`config.mk`:
```
export PLATFORM = sky130hd
export DESIGN_NAME = gpuf_ctrl
export DESIGN_NICKNAME = d
export VERILOG_FILES = /design/src/design/gpuf_pkg.sv /design/src/design/gpuf_ctrl.sv
export SDC_FILE = /design/constraint.sdc
export NUM_CORES = 1
export LEC_CHECK = 0
export ABC_AREA = 0
export ABC_CLOCK_PERIOD_IN_PS = 4220
export BUFFER_PORTS_ARGS = -buffer_cell sky130_fd_sc_hd__buf_2
export CORE_AREA = 2 2 78 43
export DETAILED_ROUTE_END_ITERATION = 8
export DIE_AREA = 0 0 80 45
export GPL_ROUTABILITY_DRIVEN = 0
export GPL_TIMING_DRIVEN = 0
export PLACE_DENSITY = 0.65
export SETUP_SLACK_MARGIN = 0.2
export SKIP_LAST_GASP = 1
export SYNTH_ARGS = -nofsm -noshare
export SYNTH_HDL_FRONTEND = slang
export SYNTH_SLANG_ARGS = --single-unit
```
`constraint.sdc`:
```
create_clock -name clk -period 4.22 [get_ports clk]
set_input_delay 0.422 -clock clk [delete_from_list [all_inputs] [get_ports clk]]
set_output_delay 0.422 -clock clk [all_outputs]
set_load 0.005 [all_outputs]
```
`src/design/gpuf_pkg.sv`:
```
// ---------------------------------------------------------------------------
// gpuf_pkg: shared types and constants for the grid percolation core
// Command/status bundles between controller and datapath, codes, defaults.
// ---------------------------------------------------------------------------
`timescale 1ns / 1ps
`default_nettype none

package gpuf_pkg;

	localparam int DEF_MAX_ROWS = 32;
	localparam int DEF_MAX_COLS = 32;

	localparam int CFG_W = 6;   // configuration register width
	localparam int CNT_W = 11;  // open count width
	localparam int POS_W = 5;   // row / col field width

	localparam logic       FUNC_OPEN  = 1'b0;
	localparam logic       FUNC_CLEAR = 1'b1;

	localparam logic [1:0] ST_DONE = 2'd0;
	localparam logic [1:0] ST_DUP  = 2'd1;
	localparam logic [1:0] ST_OUT  = 2'd2;

	localparam logic       REG_HEIGHT = 1'b0;
	localparam logic       REG_WIDTH  = 1'b1;

	typedef enum logic [1:0] {
		SRC_CELL   = 2'd0,
		SRC_OTHER  = 2'd1,
		SRC_TOP    = 2'd2,
		SRC_BOTTOM = 2'd3
	} walk_src_t;

	typedef struct packed {
		logic      load;
		logic      sweep_step;
		logic      cnt_clr;
		logic      cnt_inc;
		logic      oaddr_other;
		logic      open_wr;
		logic      set_dup;
		logic      k_clr;
		logic      k_inc;
		logic      other_load;
		logic      walk_load;
		walk_src_t walk_src;
		logic      walk_step;
		logic      save_ra;
		logic      save_rb;
		logic      link;
		logic      perc_set;
		logic      out_load;
	} cmd_t;

	typedef struct packed {
		logic sweep_last;
		logic bad_cell;
		logic odata;
		logic cand_take;
		logic k_last;
		logic root_hit;
		logic out_busy;
	} stat_t;

endpackage

`default_nettype wire

```
`src/design/gpuf_ctrl.sv`:
```
// ---------------------------------------------------------------------------
// gpuf_ctrl: sequencer for the grid percolation core
// Steps clear sweeps, open checks, the six join candidates and root walks.
// ---------------------------------------------------------------------------
`timescale 1ns / 1ps
`default_nettype none

module gpuf_ctrl (
	input  wire             clk,
	input  wire             arst_n,
	input  wire             in_valid,
	output logic            in_ready,
	input  wire             func,
	input  gpuf_pkg::stat_t stat,
	output gpuf_pkg::cmd_t  cmd
);
	import gpuf_pkg::*;

	typedef enum logic [11:0] {
		S_IDLE  = 12'b000000000001,
		S_SWEEP = 12'b000000000010,
		S_ORD   = 12'b000000000100,
		S_OEV   = 12'b000000001000,
		S_CAND  = 12'b000000010000,
		S_CRD   = 12'b000000100000,
		S_CEV   = 12'b000001000000,
		S_WRD   = 12'b000010000000,
		S_WCMP  = 12'b000100000000,
		S_LINK  = 12'b001000000000,
		S_PERC  = 12'b010000000000,
		S_OUT   = 12'b100000000000
	} state_t;

	typedef enum logic [1:0] {
		PH_A   = 2'd0,
		PH_B   = 2'd1,
		PH_T   = 2'd2,
		PH_BOT = 2'd3
	} phase_t;

	state_t state_q, state_d;
	phase_t ph_q, ph_d;
	logic   init_q;

	assign in_ready = (state_q == S_IDLE);

	always_comb begin
		cmd     = '0;
		state_d = state_q;
		ph_d    = ph_q;
		case (state_q)
			S_IDLE: begin
				if (in_valid) begin
					cmd.load = 1'b1;
					if (func == FUNC_CLEAR) begin
						cmd.cnt_clr = 1'b1;
						state_d     = S_SWEEP;
					end else begin
						state_d = S_ORD;
					end
				end
			end
			S_SWEEP: begin
				cmd.sweep_step = 1'b1;
				if (stat.sweep_last) begin
					if (init_q) begin
						// the sweep after reset has no word to answer
						state_d = S_IDLE;
					end else begin
						cmd.walk_load = 1'b1;
						cmd.walk_src  = SRC_TOP;
						ph_d          = PH_T;
						state_d       = S_WRD;
					end
				end
			end
			S_ORD: begin
				if (stat.bad_cell) begin
					cmd.walk_load = 1'b1;
					cmd.walk_src  = SRC_TOP;
					ph_d          = PH_T;
					state_d       = S_WRD;
				end else begin
					state_d = S_OEV;
				end
			end
			S_OEV: begin
				if (stat.odata) begin
					cmd.set_dup   = 1'b1;
					cmd.walk_load = 1'b1;
					cmd.walk_src  = SRC_TOP;
					ph_d          = PH_T;
					state_d       = S_WRD;
				end else begin
					cmd.open_wr = 1'b1;
					cmd.cnt_inc = 1'b1;
					cmd.k_clr   = 1'b1;
					state_d     = S_CAND;
				end
			end
			S_CAND: begin
				cmd.other_load = 1'b1;
				state_d        = S_CRD;
			end
			S_CRD: begin
				cmd.oaddr_other = 1'b1;
				state_d         = S_CEV;
			end
			S_CEV: begin
				if (stat.cand_take) begin
					cmd.walk_load = 1'b1;
					cmd.walk_src  = SRC_CELL;
					ph_d          = PH_A;
					state_d       = S_WRD;
				end else if (stat.k_last) begin
					cmd.walk_load = 1'b1;
					cmd.walk_src  = SRC_TOP;
					ph_d          = PH_T;
					state_d       = S_WRD;
				end else begin
					cmd.k_inc = 1'b1;
					state_d   = S_CAND;
				end
			end
			S_WRD: begin
				state_d = S_WCMP;
			end
			S_WCMP: begin
				if (stat.root_hit) begin
					case (ph_q)
						PH_A: begin
							cmd.save_ra   = 1'b1;
							cmd.walk_load = 1'b1;
							cmd.walk_src  = SRC_OTHER;
							ph_d          = PH_B;
							state_d       = S_WRD;
						end
						PH_B: begin
							cmd.save_rb = 1'b1;
							state_d     = S_LINK;
						end
						PH_T: begin
							cmd.save_ra   = 1'b1;
							cmd.walk_load = 1'b1;
							cmd.walk_src  = SRC_BOTTOM;
							ph_d          = PH_BOT;
							state_d       = S_WRD;
						end
						default: begin
							cmd.save_rb = 1'b1;
							state_d     = S_PERC;
						end
					endcase
				end else begin
					cmd.walk_step = 1'b1;
					state_d       = S_WRD;
				end
			end
			S_LINK: begin
				cmd.link = 1'b1;
				if (stat.k_last) begin
					cmd.walk_load = 1'b1;
					cmd.walk_src  = SRC_TOP;
					ph_d          = PH_T;
					state_d       = S_WRD;
				end else begin
					cmd.k_inc = 1'b1;
					state_d   = S_CAND;
				end
			end
			S_PERC: begin
				cmd.perc_set = 1'b1;
				state_d      = S_OUT;
			end
			S_OUT: begin
				if (!stat.out_busy) begin
					cmd.out_load = 1'b1;
					state_d      = S_IDLE;
				end
			end
			default: begin
				state_d = S_IDLE;
			end
		endcase
	end

	// reset starts with a sweep that sets up the parent and open stores
	always_ff @(posedge clk or negedge arst_n) begin
		if (!arst_n) begin
			state_q <= S_SWEEP;
			ph_q    <= PH_A;
			init_q  <= 1'b1;
		end else begin
			state_q <= state_d;
			ph_q    <= ph_d;
			if (state_q == S_SWEEP && stat.sweep_last) init_q <= 1'b0;
		end
	end

endmodule

`default_nettype wire

```
==> results.toml <==
[sta]
skew_ns = 0.002559
setup_viol = 0
grt_setup_unrepaired = "false"
min_period_ns = 2.883
setup_tns_ns = 0
clock.fmax_ghz = 0.3468
slew_viol_final = 0
tightest_slew_ns = 0.8461
slew_headroom = 0.4308
period_share = 0.6833
hold_viol = 0

[clock_network]
tritoncts = "yes"
cts.path.max_buffers = 2
cts.sinks = 15
hold_buffers = 0
numCtsBuffers = 3
root_buffer = "clkbuf_8"
htree_num_levels = 1
clk-insertion-delay-late_ns = 0.25
clkSlewWorstSetupHoldPaths_ns = 0.06
post_cts_resized = 0
post_cts_buffers = 0

[routing]
via_count = 1193
firstDrtPassIters = 5
antenna_left = 0
routed_via_density = 5.654
wl_per_cell_microns = 15.12
routed_wl_mm = 3.191
drt_drc_violations_left = 0
drtIter0Drc = 151

[synthesis]
synth_top_area_frac = 0.2763
synth_area_leaders = "dfrtp_1 28%, dfstp_2 4.5%, nor2_1 3.8%"
yosys_register_bits = 15
yosys.area.top_type = "dfrtp_1"
synth_edf_count = 0
syn_avg_cell_area_sq_um = 8.594
syn_area_sq_um = 1177
postSynthCellCount = 137
synth_nets = 148
muxShareOfSynthArea = 0
ys.flop_type = "dfrtp_1"
yosys.cell_types.count = 49
synth_compound_gate_area_share = 0.1668
synth-simple-area-share = 0.4081
synth-xor-area-share = 0.02976
async_flop_share = 1.000
synth_top_family_by_area = "simple AND/OR/NAND/NOR gates"
synth_seq_area_share = 0.3209
synthAdderAreaFrac = 0
yosys_warnings = 0

[critical_path]
worstPathRequired_ns = 3.80
crit_path_frequent_cell = "buf_2"
crit_slowest_cell = "nor4_1"
critPathLaunch = "state_q[6]"
crit_fanout = 10
worst_setup_path_end_kind = "primary output"
cp.arrival_ns = 2.46
reg2reg_setup_slack_ns = 1.92
cp.depth = 6
path_buf_inv = 3
critPathKind = "flip-flop to primary output"
cpLargestDelayFamily = "simple AND/OR/NAND/NOR gates"
crit_end = "cmd[15]"
worstPathCellList = "buf_2 -> nor4_1 -> nand3_1 -> nor3b_1 -> buf_4 -> buf_2"
cp-start-kind = "flip-flop"
reg2reg_depth = 6
cpPeakStageDelay_ns = 0.66
r2r_start = "state_q[6]"
reg2reg_to = "ph_q[1]"

[power_and_ir_drop]
power_switching_uw = 257.3
pwr-share-seq = 0.299
internal-power_uw = 372.1
leakage_uw = 0.0007062
netSwitchingFraction = 0.4088
irDropWorstVdd_v = 0.0002629
clockPowerShare = 0.188
combPwrFrac = 0.512
power_density_nw_per_um2 = 442.0

[die]
start_util = 0.4098
die_w_microns = 80
die_h_microns = 45
io_pins = 31
rows = 14
die_area_sq_um = 3600
core_region_area_sq_um = 2873

[global_route]
grt_pass1_vias = 1041
grt_overflow = 0
groute.usage.overall = 0.1892
antenna_found_initial = 0
grt_pass1_wl_mm = 5.078
grt_max_degree = 16

[place]
io_buffers = 30
place_hpwl_mm = 2.497

[job]
drv_cap = 0

[cells_and_area]
final_cell_mix = "33 x buf_2, 13 x dfrtp_1, 12 x nor2_1"
drive_above_1_share = 0.3333
final_core_util = 0.4956
n_antenna_cell = 0
fin_nets = 183
final_common_cell = "buf_2"
area_growth_pct = 20.94

[worst_hold_path]
hp-class = "input port to asynchronous set/reset pin"

[run_status]
outcome = "complete, no violations"
synthesized netlist by cell type, types with 2 or more instances:
cell type	count
nand2_1	5
nor4_1	6
o21bai_1	2
buf_4	3
a21oi_1	3
o21ai_0	5
nand4_1	5
dfstp_2	2
and4_1	3
buf_6	2
xor2_1	4
o22ai_1	2
a2111oi_0	2
or3b_2	2
nor2b_1	4
or4_1	3
nor2_1	12
a2bb2oi_1	2
nand2b_1	6
nor3b_1	5
inv_1	5
nand3b_1	2
buf_2	3
nor3_1	4
o21a_1	2
nand3_1	3
dfrtp_1	13
and2_1	3
or2_2	3
and3_1	2
flip-flops by register name, summed over array words and instances, names as in the netlist:
| register | flops |
|---|---|
| state_q | 12 |
| init_q | 1 |
| ph_q | 2 |
cell families after synthesis:
logic type                after synthesis
and+or+nand+nor                        76
DFF                                    15
buffers and inverters                  15
xor gates and xnor gates                4
AOI/OAI and AO/OA                      27
layout make-up:
cell class	count	area, sq um
multi-input combinational	107	711.9
timing repair buffer	30	150.1
tap	40	50.05
inverter	5	18.77
fill	285	1449
clock buffer	3	41.29
clock inverter	1	5.005
buffer	10	68.82
sequential	15	377.9
stage by stage:
stage	power, uW	hold WS, ns	instances	worst slack, ns	cell area, sq um
global placement	494.3	0.3605	207	1.646	1378
CTS	623.3	0.08536	211	1.360	1424
detailed placement	501.0	0.3585	207	1.664	1378
floorplan	417.1	0.1264	137	2.082	1177
global route	672.7	0.09712	211	1.131	1424
finish	629.4	0.08019	211	1.337	1424
power by group through the flow:
stage / registers, uW / clock network [uW] / logic, uW
floorplan: 185 / 0 / 232
global placement: 190 / 0 / 304
CTS: 188 / 121 / 315
finish: 188 / 119 / 322
global route: 192 / 130 / 350
detailed placement: 190 / 0 / 311
how the worst min path moves through the flow:
stage	start	endpoint	slack, ns	depth (start not counted)
4_1_cts	arst_n	state_q[2]	0.09	1
2_1_floorplan	arst_n	ph_q[0]	0.13	0
5_1_grt	arst_n	state_q[2]	0.1	1
3_3_place_gp	arst_n	state_q[2]	0.36	1
3_5_place_dp	arst_n	state_q[2]	0.36	1
6_report	arst_n	state_q[2]	0.08	1
routing by layer:
layer,vias to the layer above,wire (microns),GRT usage
met4,0,16,0.02712
li1,577,-,-
met2,57,1307,0.2650
met1,555,1561,0.2939
met3,4,305,0.05200
met5,-,0,0
worst reg2reg max path: stages (launching register included):
cell and delay [ns]:
dfrtp_1 0.37, buf_2 0.18, nor4_1 0.66, nand4_1 0.41, a22oi_1 0.28, o21ai_0 0.12
o21a_1 0.18
No activity file was read; power rests on OpenSTA's default activity.
